**src/sv/sfd_pkg.sv**
```systemverilog
`timescale 1ns / 1ps
// ----------------------------------------------------------------------------
// SYN flood detector package
// Shared types and protocol constants for the SYN flood detector.
// ----------------------------------------------------------------------------
package sfd_pkg;

   localparam int unsigned BYTE_W      = 8;
   localparam int unsigned POS_W       = 7;
   localparam int unsigned HDR_BYTES_W = 6;
   localparam int unsigned CSR_DATA_W  = 32;
   localparam int unsigned CSR_ADDR_W  = 3;
   localparam int unsigned HALF_OPEN_W = 33;

   localparam logic [POS_W-1:0]      POS_ETHER_HI   = 7'd12;
   localparam logic [POS_W-1:0]      POS_ETHER_LO   = 7'd13;
   localparam logic [POS_W-1:0]      POS_IHL        = 7'd14;
   localparam logic [POS_W-1:0]      POS_PROTOCOL   = 7'd23;
   localparam logic [POS_W-1:0]      POS_FLAGS_BASE = 7'd27;
   localparam logic [POS_W-1:0]      POS_MAX        = 7'd127;

   localparam logic [15:0]           ETHERTYPE_IPV4 = 16'h0800;
   localparam logic [BYTE_W-1:0]     PROTO_TCP      = 8'd6;
   localparam int unsigned           FLAG_SYN_BIT   = 1;
   localparam int unsigned           FLAG_ACK_BIT   = 4;
   localparam int unsigned           IHL_SHIFT      = 2;

   localparam logic [CSR_DATA_W-1:0] DEFAULT_THRESHOLD = 32'd100;
   localparam logic                  REG_ALERT_THRESHOLD = 1'b0;

   typedef struct packed {
      logic tcp;
      logic syn;
      logic ack;
   } frame_event_type;

endpackage

```
**src/sv/sfd_if.sv**
```systemverilog
`timescale 1ns / 1ps
// ----------------------------------------------------------------------------
// SYN flood detector channels
// Valid/ready channels for frame bytes in and per-frame results out.
// ----------------------------------------------------------------------------
interface sfd_req_if;
   logic       valid;
   logic       ready;
   logic [7:0] frame_byte;
   logic       frame_end;

   modport source (output valid, output frame_byte, output frame_end, input ready);
   modport sink (input valid, input frame_byte, input frame_end, output ready);
endinterface

interface sfd_rsp_if;
   logic               valid;
   logic               ready;
   logic               was_tcp;
   logic               saw_syn;
   logic               saw_ack;
   logic signed [32:0] half_open;
   logic               flood_alert;

   modport source (output valid, output was_tcp, output saw_syn, output saw_ack,
                   output half_open, output flood_alert, input ready);
   modport sink (input valid, input was_tcp, input saw_syn, input saw_ack,
                 input half_open, input flood_alert, output ready);
endinterface

```
**src/sv/sfd_parser.sv**
```systemverilog
`timescale 1ns / 1ps
// ----------------------------------------------------------------------------
// SYN flood detector frame parser
// Tracks the byte position of the current frame and captures the ethertype,
// IP header length, IP protocol and TCP flags.
// ----------------------------------------------------------------------------
module sfd_parser (
   input  logic                      clock,
   input  logic                      reset,
   input  logic                      fire,
   input  logic [7:0]                frame_byte,
   input  logic                      frame_end,
   output sfd_pkg::frame_event_type  frame_event
);
   import sfd_pkg::*;

   logic [POS_W-1:0]       pos_ff, pos_in;
   logic [15:0]            ether_ff, ether_in;
   logic [BYTE_W-1:0]      proto_ff, proto_in;
   logic [HDR_BYTES_W-1:0] hdr_bytes_ff, hdr_bytes_in;
   logic [BYTE_W-1:0]      flags_ff, flags_in;
   logic                   captured_ff, captured_in;
   logic                   capture;
   logic [BYTE_W-1:0]      flags_now;
   logic                   tcp_now;

   always_comb begin
      capture = !captured_ff
             && (pos_ff == (POS_FLAGS_BASE + POS_W'(hdr_bytes_ff)))
             && (ether_ff == ETHERTYPE_IPV4)
             && (proto_ff == PROTO_TCP);
      flags_now = capture ? frame_byte : flags_ff;
      tcp_now   = captured_ff || capture;
      frame_event.tcp = tcp_now;
      frame_event.syn = tcp_now && flags_now[FLAG_SYN_BIT] && !flags_now[FLAG_ACK_BIT];
      frame_event.ack = tcp_now && flags_now[FLAG_ACK_BIT];
   end

   always_comb begin
      pos_in       = pos_ff;
      ether_in     = ether_ff;
      proto_in     = proto_ff;
      hdr_bytes_in = hdr_bytes_ff;
      flags_in     = flags_ff;
      captured_in  = captured_ff;
      if (fire) begin
         if (frame_end) begin
            pos_in       = '0;
            ether_in     = '0;
            proto_in     = '0;
            hdr_bytes_in = '0;
            flags_in     = '0;
            captured_in  = 1'b0;
         end else begin
            if (pos_ff == POS_ETHER_HI) begin
               ether_in = {frame_byte, ether_ff[7:0]};
            end else if (pos_ff == POS_ETHER_LO) begin
               ether_in = {ether_ff[15:8], frame_byte};
            end else if (pos_ff == POS_IHL) begin
               hdr_bytes_in = HDR_BYTES_W'({frame_byte[3:0], 2'b00});
            end else if (pos_ff == POS_PROTOCOL) begin
               proto_in = frame_byte;
            end
            if (capture) begin
               flags_in    = frame_byte;
               captured_in = 1'b1;
            end
            if (pos_ff < POS_MAX) begin
               pos_in = pos_ff + POS_W'(1);
            end
         end
      end
   end

   always_ff @(posedge clock) begin
      if (reset) begin
         pos_ff       <= '0;
         ether_ff     <= '0;
         proto_ff     <= '0;
         hdr_bytes_ff <= '0;
         flags_ff     <= '0;
         captured_ff  <= 1'b0;
      end else begin
         pos_ff       <= pos_in;
         ether_ff     <= ether_in;
         proto_ff     <= proto_in;
         hdr_bytes_ff <= hdr_bytes_in;
         flags_ff     <= flags_in;
         captured_ff  <= captured_in;
      end
   end

endmodule

```
**src/sv/syn_flood_detector_unit.sv**
```systemverilog
`timescale 1ns / 1ps
// ----------------------------------------------------------------------------
// SYN flood detector
// Counts bare TCP SYN and ACK segments in an Ethernet byte stream and flags
// a possible SYN flood when the half-open count passes a threshold.
// ----------------------------------------------------------------------------
// Frame bytes enter on the req_bus channel, one request per byte in wire
// order, with frame_end set on the last byte. Each frame produces exactly one
// result on rsp_bus, issued for its last byte; other bytes produce none.
// The result reports whether the frame was IPv4 TCP with a visible flags
// byte, whether it was counted as a bare SYN or an ACK, the SYN total minus
// the ACK total and the flood alert.
// One byte is accepted every clock cycle unless a frame end has to wait for
// the pending result slot. A request passes the input register, the parse and
// count stage, the pending result slot and the result register.
// When the receiver stalls, the result register and one pending result slot
// hold data; byte requests keep flowing until a third frame end has to
// wait behind them.
// The alert threshold is written through the csr_ APB port at offset 0.
// Reset clears the totals and the frame state and sets the threshold to 100.
// ----------------------------------------------------------------------------
module syn_flood_detector_unit #(
   parameter int unsigned COUNTER_WIDTH = 32
) (
   input  logic                              clock,
   input  logic                              reset,
   sfd_req_if.sink                           req_bus,
   sfd_rsp_if.source                         rsp_bus,
   input  logic                              csr_psel,
   input  logic                              csr_penable,
   input  logic                              csr_pwrite,
   input  logic [sfd_pkg::CSR_ADDR_W-1:0]    csr_paddr,
   input  logic [sfd_pkg::CSR_DATA_W-1:0]    csr_pwdata,
   output logic [sfd_pkg::CSR_DATA_W-1:0]    csr_prdata,
   output logic                              csr_pready
);
   import sfd_pkg::*;

   localparam int unsigned DIFF_W = ((COUNTER_WIDTH > 32) ? COUNTER_WIDTH : 32) + 1;

   logic [CSR_DATA_W-1:0]    threshold_ff, threshold_in;
   logic                     in_v_ff, in_v_in;
   logic [BYTE_W-1:0]        in_byte_ff;
   logic                     in_end_ff;
   logic                     pend_v_ff, pend_v_in;
   frame_event_type          pend_ff;
   logic                     out_v_ff, out_v_in;
   logic                     out_tcp_ff, out_syn_ff, out_ack_ff, out_alert_ff;
   logic [HALF_OPEN_W-1:0]   out_half_ff;
   logic [COUNTER_WIDTH-1:0] syn_total_ff, syn_total_in;
   logic [COUNTER_WIDTH-1:0] ack_total_ff, ack_total_in;
   logic                     req_accept;
   logic                     b_fire;
   logic                     c_load;
   logic                     frame_done;
   logic                     csr_write;
   frame_event_type          frame_event;
   logic signed [DIFF_W-1:0] diff;
   logic signed [DIFF_W-1:0] threshold_ext;

   sfd_parser parser (
      .clock       (clock),
      .reset       (reset),
      .fire        (b_fire),
      .frame_byte  (in_byte_ff),
      .frame_end   (in_end_ff),
      .frame_event (frame_event)
   );

   assign csr_pready = 1'b1;
   assign csr_write  = csr_psel && csr_penable && csr_pwrite
                    && (csr_paddr[CSR_ADDR_W-1] == REG_ALERT_THRESHOLD);
   assign csr_prdata = (csr_paddr[CSR_ADDR_W-1] == REG_ALERT_THRESHOLD)
                     ? threshold_ff : '0;

   always_comb begin
      threshold_in = csr_write ? csr_pwdata : threshold_ff;
   end

   always_comb begin
      c_load     = pend_v_ff && (!out_v_ff || rsp_bus.ready);
      b_fire     = in_v_ff && (!in_end_ff || !pend_v_ff || c_load);
      frame_done = b_fire && in_end_ff;
      req_accept = req_bus.valid && req_bus.ready;
      in_v_in    = req_accept || (in_v_ff && !b_fire);
      pend_v_in  = frame_done || (pend_v_ff && !c_load);
      out_v_in   = c_load || (out_v_ff && !rsp_bus.ready);
   end

   assign req_bus.ready = !in_v_ff || b_fire;

   always_comb begin
      syn_total_in = syn_total_ff;
      ack_total_in = ack_total_ff;
      if (frame_done) begin
         if (frame_event.syn && (syn_total_ff != '1)) begin
            syn_total_in = syn_total_ff + COUNTER_WIDTH'(1);
         end
         if (frame_event.ack && (ack_total_ff != '1)) begin
            ack_total_in = ack_total_ff + COUNTER_WIDTH'(1);
         end
      end
   end

   always_comb begin
      diff          = $signed(DIFF_W'(syn_total_ff) - DIFF_W'(ack_total_ff));
      threshold_ext = $signed(DIFF_W'(threshold_ff));
   end

   always_ff @(posedge clock) begin
      if (reset) begin
         threshold_ff <= DEFAULT_THRESHOLD;
         in_v_ff      <= 1'b0;
         pend_v_ff    <= 1'b0;
         out_v_ff     <= 1'b0;
         syn_total_ff <= '0;
         ack_total_ff <= '0;
      end else begin
         threshold_ff <= threshold_in;
         in_v_ff      <= in_v_in;
         pend_v_ff    <= pend_v_in;
         out_v_ff     <= out_v_in;
         syn_total_ff <= syn_total_in;
         ack_total_ff <= ack_total_in;
      end
   end

   always_ff @(posedge clock) begin
      if (req_accept) begin
         in_byte_ff <= req_bus.frame_byte;
         in_end_ff  <= req_bus.frame_end;
      end
      if (frame_done) begin
         pend_ff <= frame_event;
      end
      if (c_load) begin
         out_tcp_ff   <= pend_ff.tcp;
         out_syn_ff   <= pend_ff.syn;
         out_ack_ff   <= pend_ff.ack;
         out_half_ff  <= diff[HALF_OPEN_W-1:0];
         out_alert_ff <= pend_ff.tcp && (diff > threshold_ext);
      end
   end

   assign rsp_bus.valid       = out_v_ff;
   assign rsp_bus.was_tcp     = out_tcp_ff;
   assign rsp_bus.saw_syn     = out_syn_ff;
   assign rsp_bus.saw_ack     = out_ack_ff;
   assign rsp_bus.half_open   = $signed(out_half_ff);
   assign rsp_bus.flood_alert = out_alert_ff;

   a_pending_kept: assert property (@(posedge clock) disable iff (reset)
      pend_v_ff && !c_load |=> pend_v_ff)
      else $error("pending result dropped while the output was stalled");

   a_frame_end_queued: assert property (@(posedge clock) disable iff (reset)
      frame_done |=> pend_v_ff)
      else $error("frame end did not queue a result");

   a_alert_needs_tcp: assert property (@(posedge clock) disable iff (reset)
      rsp_bus.valid && rsp_bus.flood_alert |-> rsp_bus.was_tcp)
      else $error("alert raised for a frame that was not TCP");

   a_syn_monotonic: assert property (@(posedge clock) disable iff (reset)
      !$past(reset) |-> syn_total_ff >= $past(syn_total_ff))
      else $error("SYN total decreased");

   a_ack_monotonic: assert property (@(posedge clock) disable iff (reset)
      !$past(reset) |-> ack_total_ff >= $past(ack_total_ff))
      else $error("ACK total decreased");

endmodule

```
**src/flat_wrapper.sv**
```systemverilog
// flat-port wrapper written by rule: the top's interface ports become plain ports
module syn_flood_detector_unit_flat import sfd_pkg::*;
#(
   parameter int unsigned COUNTER_WIDTH = 32
)
  (clock, reset, csr_psel, csr_penable, csr_pwrite, csr_paddr, csr_pwdata, csr_prdata, csr_pready, req_bus_valid, req_bus_frame_byte, req_bus_frame_end, req_bus_ready, rsp_bus_valid, rsp_bus_was_tcp, rsp_bus_saw_syn, rsp_bus_saw_ack, rsp_bus_half_open, rsp_bus_flood_alert, rsp_bus_ready);
  sfd_req_if req_bus_i ();
  sfd_rsp_if rsp_bus_i ();
  input  logic clock;
  input  logic reset;
  input  logic csr_psel;
  input  logic csr_penable;
  input  logic csr_pwrite;
  input  logic [sfd_pkg::CSR_ADDR_W-1:0] csr_paddr;
  input  logic [sfd_pkg::CSR_DATA_W-1:0] csr_pwdata;
  output logic [sfd_pkg::CSR_DATA_W-1:0] csr_prdata;
  output logic csr_pready;
  input wire logic [$bits(req_bus_i.valid)-1:0] req_bus_valid;
  input wire logic [$bits(req_bus_i.frame_byte)-1:0] req_bus_frame_byte;
  input wire logic [$bits(req_bus_i.frame_end)-1:0] req_bus_frame_end;
  output wire logic [$bits(req_bus_i.ready)-1:0] req_bus_ready;
  output wire logic [$bits(rsp_bus_i.valid)-1:0] rsp_bus_valid;
  output wire logic [$bits(rsp_bus_i.was_tcp)-1:0] rsp_bus_was_tcp;
  output wire logic [$bits(rsp_bus_i.saw_syn)-1:0] rsp_bus_saw_syn;
  output wire logic [$bits(rsp_bus_i.saw_ack)-1:0] rsp_bus_saw_ack;
  output wire logic [$bits(rsp_bus_i.half_open)-1:0] rsp_bus_half_open;
  output wire logic [$bits(rsp_bus_i.flood_alert)-1:0] rsp_bus_flood_alert;
  input wire logic [$bits(rsp_bus_i.ready)-1:0] rsp_bus_ready;
  assign req_bus_i.valid = req_bus_valid;
  assign req_bus_i.frame_byte = req_bus_frame_byte;
  assign req_bus_i.frame_end = req_bus_frame_end;
  assign req_bus_ready = req_bus_i.ready;
  assign rsp_bus_valid = rsp_bus_i.valid;
  assign rsp_bus_was_tcp = rsp_bus_i.was_tcp;
  assign rsp_bus_saw_syn = rsp_bus_i.saw_syn;
  assign rsp_bus_saw_ack = rsp_bus_i.saw_ack;
  assign rsp_bus_half_open = rsp_bus_i.half_open;
  assign rsp_bus_flood_alert = rsp_bus_i.flood_alert;
  assign rsp_bus_i.ready = rsp_bus_ready;
  syn_flood_detector_unit #(.COUNTER_WIDTH(COUNTER_WIDTH)) u_core (.clock(clock), .reset(reset), .req_bus(req_bus_i), .rsp_bus(rsp_bus_i), .csr_psel(csr_psel), .csr_penable(csr_penable), .csr_pwrite(csr_pwrite), .csr_paddr(csr_paddr), .csr_pwdata(csr_pwdata), .csr_prdata(csr_prdata), .csr_pready(csr_pready));
endmodule
```
**config.mk**
```make
export PLATFORM = sky130hd
export DESIGN_NAME = syn_flood_detector_unit_flat
export DESIGN_NICKNAME = d
export VERILOG_FILES = /design/src/sv/sfd_pkg.sv /design/src/sv/sfd_if.sv /design/src/sv/sfd_parser.sv /design/src/sv/syn_flood_detector_unit.sv /design/src/flat_wrapper.sv
export SDC_FILE = /design/constraint.sdc
export NUM_CORES = 1
export LEC_CHECK = 0
export BUFFER_PORTS_ARGS = -buffer_cell sky130_fd_sc_hd__buf_2
export CAP_MARGIN = 25
export CORE_ASPECT_RATIO = 1.25
export CORE_UTILIZATION = 40
export DETAILED_ROUTE_END_ITERATION = 8
export PLACE_DENSITY_LB_ADDON = 0.05
export SKIP_CTS_REPAIR_TIMING = 1
export SLEW_MARGIN = 40
export SYNTH_ARGS = -nofsm -noshare
export SYNTH_HDL_FRONTEND = slang
export SYNTH_SLANG_ARGS = --single-unit
```
**constraint.sdc**
```tcl
create_clock -name clock -period 3.65 [get_ports clock]
set_input_delay 0.1825 -clock clock [delete_from_list [all_inputs] [get_ports clock]]
set_output_delay 0.1825 -clock clock [all_outputs]
set_load 0.1 [all_outputs]
```
Word-level counts from Yosys, hierarchy flattened
Index checks and enable logic that the tools add are counted.
- order comparisons: 2
- mux-type cells: 19
- add/sub/neg operators: 5
- equality and inequality tests: 12
- reductions and logical operators: 50
- bitwise operators: 1
- operator list (operator ; number):
    32-bit by 1-bit adder with 32-bit output (second input constant) ; 2
    32-bit inequality test (second input constant) ; 2
    8-bit two-way mux ; 6
    33-bit greater-than comparator ; 1
    32-bit by 32-bit subtractor with 33-bit output ; 1
    16-bit two-way mux ; 2
    32-bit two-way mux ; 1
    6-bit two-way mux ; 4
    7-bit by 4-bit == test with 1-bit output (second input constant) ; 3
    1-bit logical AND ; 19
    16-bit by 12-bit == test with 1-bit output (second input constant) ; 1
    7-bit two-way mux ; 2
    2-bit nonzero test ; 6
    5-bit two-way mux ; 2
    2-bit AND reduction ; 5
    1-bit logical NOT ; 9
    8-bit by 3-bit == test with 1-bit output (second input constant) ; 1
    1-bit logical OR ; 8
    5-bit by 6-bit adder with 7-bit output (first input constant) ; 1
    7-bit by 1-bit adder with 7-bit output (second input constant) ; 1
    7-bit by 5-bit == test with 1-bit output (second input constant) ; 1
    7-bit == test ; 1
    7-bit < comparator (second input constant) ; 1
    2-bit by 1-bit inequality test with 1-bit output (second input constant) ; 3
    other kinds (5) ; 6
- output and inout bits: 72
- logic and storage cells: 112
- input bits: 51
- register bits after elaboration: 188

Longest topological paths before layout
Gate-level depths: netlist of the first run.
- depth after elaboration: 10
- depth in mapped cells: 21
- mapped depth without buffers: 21

By module
From an unflattened synthesis of the first run, not the netlist that was laid out.
- cell total of the unflattened synthesis: 1138
- area total of the unflattened synthesis: 9893.2 um^2
- by module, submodules not included (module ; seq. area each (um^2) ; cells an instance ; area an instance (um^2) ; times used):
    syn_flood_detector_unit ; 3453.3 ; 922 ; 8070.2 ; 1
    sfd_parser ; 760.7 ; 216 ; 1823.0 ; 1

Worst setup path before layout of the first run
Ideal clock, no wire load.
- path type: reg2reg
- start point: register u_core.ack_total_ff[0]
- end point: register u_core.out_alert_ff, in the netlist u_core.rsp_bus.flood_alert, data pin
- arrival time: 3.566 ns
- setup time: 0.259 ns
- data required time: 3.391 ns
- stages on the path, launching flop included: 19
- slack: -0.174 ns
- clock period less this slack: 3.824 ns
- buffers on the path: 0
- cell sequence: dfxtp_1 ha_1 inv_1 fa_1 a211oi_1 o21ai_1 a2111oi_2 nor4b_1 nand2b_1 xor2_1 ha_1 a21o_1 a21o_1 a211o_1 o211ai_1 a21oi_1 o31a_1 o221ai_1 nor2b_1
- word-level cells in the longest chain between the ends: 3
- RTL lines (what ; RTL line ; RTL):
    from (decl) ; syn_flood_detector_unit.sv:51 ; logic [COUNTER_WIDTH-1:0] ack_total_ff, ack_total_in;
    from (signal assigned) ; syn_flood_detector_unit.sv:124 ; ack_total_ff <= ack_total_in;
    32-bit by 32-bit subtractor with 33-bit output ; syn_flood_detector_unit.sv:106 ; diff = $signed(DIFF_W'(syn_total_ff) - DIFF_W'(ack_total_ff));
    via u_core.diff[18] ; syn_flood_detector_unit.sv:58 ; logic signed [DIFF_W-1:0] diff;
    33-bit greater-than comparator ; syn_flood_detector_unit.sv:141 ; out_alert_ff <= pend_ff.tcp && (diff > threshold_ext);
    1-bit logical AND ; syn_flood_detector_unit.sv:141 ;
    to (signal assigned) ; syn_flood_detector_unit.sv:141 ;
    to (decl) ; syn_flood_detector_unit.sv:48 ; logic out_tcp_ff, out_syn_ff, out_ack_ff, out_alert_ff;
The timed path passes the listed nets, and every way through them passes these cells.
A chain may end at the register's enable or synchronous reset.

Final worst setup path of the first run
- start point: register u_core.syn_total_ff[0]
- end point: register u_core.out_alert_ff, in the netlist u_core.rsp_bus.flood_alert, data pin
- word-level cells in the longest chain between the ends: 3
- RTL lines (what ; RTL line ; RTL):
    from (decl) ; syn_flood_detector_unit.sv:50 ; logic [COUNTER_WIDTH-1:0] syn_total_ff, syn_total_in;
    from (signal assigned) ; syn_flood_detector_unit.sv:123 ; syn_total_ff <= syn_total_in;
    32-bit by 32-bit subtractor with 33-bit output ; syn_flood_detector_unit.sv:106 ;
    via u_core.diff[18] ; syn_flood_detector_unit.sv:58 ;
    33-bit greater-than comparator ; syn_flood_detector_unit.sv:141 ;
    1-bit logical AND ; syn_flood_detector_unit.sv:141 ;
The timed path passes the listed nets, and every way through them passes these cells.

==> impl_metrics.yaml, run 1 <==
status:
  outcome: "complete, but fails checks"
  violations: "negative hold slack, negative setup slack"
synth:
  synth_area_um2: 10150
  synth.area.top_cells: "dfxtp_1 27%, edfxtp_1 14%, ha_1 8.7%"
  synth_edf_count: 49
  yosysSeqAreaShare_pct: 41.50
  ys_async_sr_fraction_pct: 0
  avgSynthCellArea_um2: 8.701
  yosys.area.top_type: "dfxtp_1"
  syn-num-nets: 1290
  synth.distinct_cells: 71
  synth_warnings: 0
  yosysMostFrequentCell: "nor2_1"
  yosysTopAreaCellShare_pct: 27.01
  synthTopCellsByCount: "159 x nor2_1, 137 x dfxtp_1, 101 x nand2_1"
  synth_ff_type: "dfxtp_1"
  syn_inst: 1167
  ys_ff_latch: 186
clock_tree:
  cts_sinks: 186
  clk_latency_ps: 440
  h-tree-depth: 4
  ctsRootBufferMaster: "clkbuf_16"
  cts_tree: "done"
  numCtsBuffers: 17
  clockBufferDepth: 2
  clk_pin_slew_worst_paths_ps: 70
worst_setup_path:
  start_kind: "flip-flop"
  path_max_fanout: 3
  critPathRequiredTime_ps: 3840
  reg2reg_depth: 19
  critPathKind: "reg -> reg"
  crit_arrival_ps: 4190
  end_kind: "flip-flop"
  r2r-start: "u_core.syn_total_ff[0]"
  r2r_slack_ps: -350
  r2r-end: "u_core.rsp_bus.flood_alert"
sta:
  holdWs_ps: -19.72
  setup_viol: 1
  clock.fmax_mhz: 250.2
  max_slew.worst_pin.slew_ps: 666.2
  drv_slew: 0
  max_slew_margin_pct: 55.59
  skew_ps: 10.33
  fin_crit_ps: 3997
  fin_ws_ps: -347.3
  finalCritPeriodShare_pct: 109.5
  rsz0062_at_grt: "yes"
  hold_viol: 5
routing:
  drtPass1Iterations: 4
  drt_iter0_drc: 323
  routed_wl_um: 25570
  postRouteAntennaNets: 0
  wl_per_cell_um: 14.51
  routed-via-count: 8737
  vias_per_cell: 4.959
  drcViolationCount: 0
cells_and_area:
  syn2layout_area_growth_pct: 28.61
  fin_cells: 1762
  num-fill-cells: 2347
  nNetsFinal: 1542
  n_antenna_cell: 0
  drive_above_1_share_pct: 22.49
die:
  core-area_um2: 24660
  die_y_um: 180.1
  die_x_um: 144.5
  io_pins: 123
  dieArea_um2: 26030
  start_util_pct: 41.17
  rows: 64
power:
  p_leak_nw: 5.356
  power_density_nw_per_um2: 335.7
  vdd_drop_max_mv: 0.2890
min_path:
  hold_end: "u_core.threshold_ff[4]"
  hold_path_class: "in -> reg"
  whs_path_depth: 3
  holdCritStartpoint: "csr_pwdata[4]"
grt:
  grt_max_degree: 86
  grt_use_total_pct: 19.87
  grt.overflow.total: 0
  grt_pass1_vias: 8219
  grt_pass1_wl_um: 40770
  antenna_found_initial: 0
placement:
  dp_hpwl_um: 19310
  portBuffers: 119
  detailedPlace.worstSlack_ps: -432.8
  dp.cells: 1693
  gp_congestion: 0.8010
job:
  cap_viol_max_count: 0
## power breakdown
part / switching (W) / internal (W)
Combinational: 0.000226 / 0.0000981
Sequential: 0.0000135 / 0.00214
Clock: 0.000865 / 0.00104
Total: 0.00110 / 0.00328
## per-layer routing
metal,track usage [%],vias up,part of all wire (%)
met4,6.189,0,1.3
met1,24.84,4022,47
met5,0,-,0
li1,-,4538,-
met3,3.189,26,2.8
met2,34.44,151,49
## registers in the layout, indices dropped and copies added, names as in the netlist
register	flops
u_core.parser.flags_ff	2
u_core.ack_total_ff	32
u_core.parser.pos_ff	7
u_core.threshold_ff	32
u_core.rsp_bus.saw_syn	1
u_core.rsp_bus.flood_alert	1
u_core.rsp_bus.valid	1
u_core.in_end_ff	1
u_core.pend_ff	3
u_core.pend_v_ff	1
u_core.syn_total_ff	32
u_core.rsp_bus.half_open	33
u_core.parser.captured_ff	1
u_core.in_byte_ff	8
u_core.in_v_ff	1
u_core.parser.proto_ff	8
u_core.parser.ether_ff	16
u_core.rsp_bus.saw_ack	1
u_core.parser.hdr_bytes_ff	4
u_core.rsp_bus.was_tcp	1
## kinds of logic (layout without fill, tap and decap cells)
logic type / Yosys count / after routing / synth area share, %
multiplexers: 14 / 14 / 1.380
flip-flops: 186 / 186 / 41.50
AND/OR/NAND/NOR: 464 / 464 / 22.51
other: 1 / 1 / 0.03693
buffers and inverters: 133 / 398 / 4.991
AO/OA/AOI/OAI: 211 / 211 / 13.21
adder cells (fa/ha/maj): 72 / 72 / 8.946
XOR/XNOR: 86 / 86 / 7.418
## area by class of cell
class                      instances  area [µm²]  area share, %
clock buffer                      20       478.0          3.660
clock inverter                    12       125.1         0.9581
inverter                          89       334.1          2.558
multi-input combinational        848        5595          42.85
sequential                       186        4217          32.29
tap                              330       412.9          3.162
timing repair buffer             277        1897          14.53
## placed cells by master (no fill, tap or decap), types with 14 or more instances in the layout
| master | netlist | final |
|---|---|---|
| a21o_1 | 22 | 22 |
| a21oi_1 | 87 | 83 |
| buf_2 | 3 | 118 |
| buf_4 | 1 | 122 |
| clkbuf_16 | 0 | 18 |
| dfxtp_1 | 137 | 135 |
| dlygate4sd3_1 | 0 | 34 |
| edfxtp_1 | 49 | 49 |
| ha_1 | 71 | 70 |
| inv_1 | 89 | 87 |
| mux2i_1 | 14 | 14 |
| nand2_1 | 101 | 101 |
| nand3_1 | 24 | 24 |
| nand4_1 | 27 | 27 |
| nor2_1 | 159 | 158 |
| nor2b_1 | 23 | 22 |
| nor3_1 | 34 | 33 |
| o21ai_0 | 36 | 34 |
| xnor2_1 | 69 | 68 |
| xor2_1 | 17 | 16 |
## how the worst max path moves through the flow
stage / start / endpoint / slack [ps] / cells past startpoint
after global routing: u_core.syn_total_ff[0] / u_core.rsp_bus.flood_alert / -560 / 21
final: u_core.syn_total_ff[0] / u_core.rsp_bus.flood_alert / -350 / 19
after detailed placement: u_core.syn_total_ff[0] / u_core.rsp_bus.flood_alert / -430 / 19
after global placement: u_core.syn_total_ff[0] / u_core.rsp_bus.flood_alert / -360 / 20
after floorplan: u_core.syn_total_ff[0] / u_core.rsp_bus.flood_alert / -100 / 19
after CTS: u_core.syn_total_ff[0] / u_core.rsp_bus.flood_alert / -440 / 20
## stage by stage
stage | util [%] | power, W | area [µm²] | hold slack, ps | setup TNS [ps]
after floorplan | - | 0.002407 | 10170 | 281.4 | -99.74
after detailed placement | 48.49 | 0.002496 | 11960 | 360.6 | -432.8
after global placement | 48.32 | 0.002493 | 11920 | 359.1 | -357.7
final | 52.95 | 0.004383 | 13060 | -19.72 | -347.3
after global routing | 52.95 | 0.004564 | 13060 | 0.1065 | -555.8
after CTS | 50.94 | 0.004411 | 12560 | -104.8 | -440.3
## worst max-delay path, cell delays in order, from the launching register on
cell and delay, ps:
dfxtp_2 320, inv_2 60, ha_4 130, inv_2 40
fa_2 400, a211oi_2 250, o21ai_2 140, a2111oi_4 410
nor4b_4 110, nand2b_4 170, xor2_2 160, ha_1 310
a21o_1 160, a21o_1 150, a211o_1 250, o211ai_1 80
a21oi_1 90, o31a_1 310, o221ai_2 150, nor2b_1 60
No activity file was read; power rests on OpenSTA's default activity.
==> inputs of run 2 (changes only) <==
CORE_UTILIZATION = 30   (was 40)
==> run 2 against run 1 <==
Against the previous run: the run ends with design-rule violations, negative hold slack, negative setup slack left; setup slack improved by 3.6 ps; first-iteration DRC count increased by 14%; power decreased by 0.12%; final cell count increased by 6.2%; sequential power about the same; maximum frequency about the same; count of clock-buffer cells in the layout decreased by 3; clock power about the same; die area increased by 33%; worst hold slack got worse by 5.4 ps; utilization decreased by 13 points; combinational power increased by 2%; largest cell class unchanged; largest power group unchanged.
==> impl_metrics.yaml, run 2 (same netlist as run 1, synthesis figures left out) <==
status:
  outcome: "complete, but fails checks"
  violations: "design-rule violations, negative hold slack, negative setup slack"
min_path:
  hold_path_class: "in -> reg"
  holdCritStartpoint: "csr_pwdata[12]"
clock_tree:
  clk_pin_slew_worst_paths_ps: 80
  cts_tree: "done"
  cts_sinks: 186
  numCtsBuffers: 17
  clk_latency_ps: 450
  clockBufferDepth: 2
  ctsRootBufferMaster: "clkbuf_16"
  h-tree-depth: 4
placement:
  dp.cells: 1797
  detailedPlace.worstSlack_ps: -571.0
  dp_hpwl_um: 21430
  portBuffers: 119
  gp_congestion: 0.7810
sta:
  fin_crit_ps: 3994
  finalCritPeriodShare_pct: 109.4
  hold_viol: 2
  max_slew_margin_pct: 50.70
  drv_slew: 0
  skew_ps: 16.15
  fin_ws_ps: -343.7
  tns_ps: -343.7
  clock.fmax_mhz: 250.4
  max_slew.worst_pin.slew_ps: 739.5
  rsz0062_at_grt: "yes"
  setup_viol: 1
  holdWs_ps: -25.15
worst_setup_path:
  start_kind: "flip-flop"
  end_kind: "flip-flop"
  r2r-start: "u_core.syn_total_ff[0]"
  crit_arrival_ps: 4200
  crit_start: "u_core.syn_total_ff[0]"
  critPathKind: "reg -> reg"
  critPathRequiredTime_ps: 3860
  path_max_fanout: 2
cells_and_area:
  num-fill-cells: 3377
  drive_above_1_share_pct: 22.76
  fin_cells: 1872
  utilization_pct: 40.26
  nNetsFinal: 1564
  final_cell_mix: "159 x nor2_1, 140 x buf_4, 135 x dfxtp_1, 118 x buf_2, 101 x nand2_1"
  largest_reg_flops: 33
  mostFrequentLayoutCell: "nor2_1"
  syn2layout_area_growth_pct: 30.71
  n_antenna_cell: 0
grt:
  grt_use_total_pct: 16.52
  grtUsageMet1_pct: 20.42
  grt_max_degree: 79
  grt_pass1_vias: 8634
  grt.overflow.total: 0
  grt_pass1_wl_um: 45400
  grtUsageMet2_pct: 29.09
  antenna_found_initial: 0
  grt_busiest_layer: "met2"
  use_met3_pct: 2.765
power:
  power_density_nw_per_um2: 329.9
  clkPwrFrac_pct: 43.2
  p_sw_w: 0.001211
  intPower_w: 0.003167
  p_sw_share_pct: 27.65
  power_frac_comb_pct: 7.6
  vdd_drop_max_mv: 0.2798
  seq_power_share_pct: 49.2
  p_leak_nw: 5.415
routing:
  routed_wl_um: 28100
  drt_iter0_drc: 367
  drtPass1Iterations: 7
  postRouteAntennaNets: 0
  vias_per_cell: 4.701
  routed-via-count: 8800
  drcViolationCount: 16
  wl_per_cell_um: 15.01
die:
  core-area_um2: 32960
  rows: 74
  io_pins: 123
  die_x_um: 166.5
  die_y_um: 207.7
  start_util_pct: 30.80
  dieArea_um2: 34590
job:
  cap_viol_max_count: 0
==> run 2: critical path, cell delays in order (launching register included) <==
cell and delay (ps):
dfxtp_2 330, inv_2 60, ha_4 120, inv_2 40
fa_2 390, a211oi_2 250, o21ai_2 120, buf_4 150
a21oi_2 140, o21ai_0 100, a21oi_1 180, o21bai_1 80
a21oi_1 150, xnor2_1 180, ha_1 290, a21o_1 160
a21o_1 170, a21oi_1 130, or2_2 130, a31oi_2 100
o31a_1 270, o221ai_2 150, nor2b_1 60
==> run 2: final timing paths <==
path,end,slack [ps],cells after the start
max,u_core.rsp_bus.flood_alert,-340,22
min,u_core.threshold_ff[12],-30,3
max reg2reg,u_core.rsp_bus.flood_alert,-340,22
min reg2reg,u_core.rsp_bus.saw_ack,440,0
==> run 2: routing by layer <==
metal  routed length, µm  up-vias  share of wire [%]
li1                    -     4588                  -
met1               13080     4052                 47
met2               13810      137                 49
met3                 802       23                2.9
met4                 408        0                1.5
met5                   0        -                  0
==> run 2: final cells by class <==
cell class                 count  area [µm²]  area share (%)
timing repair buffer         299        2062           15.54
tap                          418       523.0           3.941
multi-input combinational    848        5545           41.78
inverter                      89       334.1           2.517
clock inverter                15       165.2           1.244
clock buffer                  17       425.4           3.205
sequential                   186        4217           31.77
==> run 2: power groups by stage <==
stage / registers, W / clock network [W] / logic [W]
after floorplan: 0.00225 / 0 / 0.000159
after global placement: 0.00220 / 0 / 0.000301
after CTS: 0.00215 / 0.00197 / 0.000301
after detailed placement: 0.00220 / 0 / 0.000301
final: 0.00215 / 0.00189 / 0.000332
after global routing: 0.00216 / 0.00206 / 0.000357
==> run 2: through the flow <==
stage / instance area (µm²) / total power [W] / hold WS, ps
5_1_grt: 13270 / 0.004569 / 5.081
6_report: 13270 / 0.004378 / -25.15
3_5_place_dp: 12170 / 0.002501 / 360.6
4_1_cts: 12760 / 0.004425 / -131.9
3_3_place_gp: 12160 / 0.002502 / 359.1
2_1_floorplan: 10170 / 0.002407 / 281.4
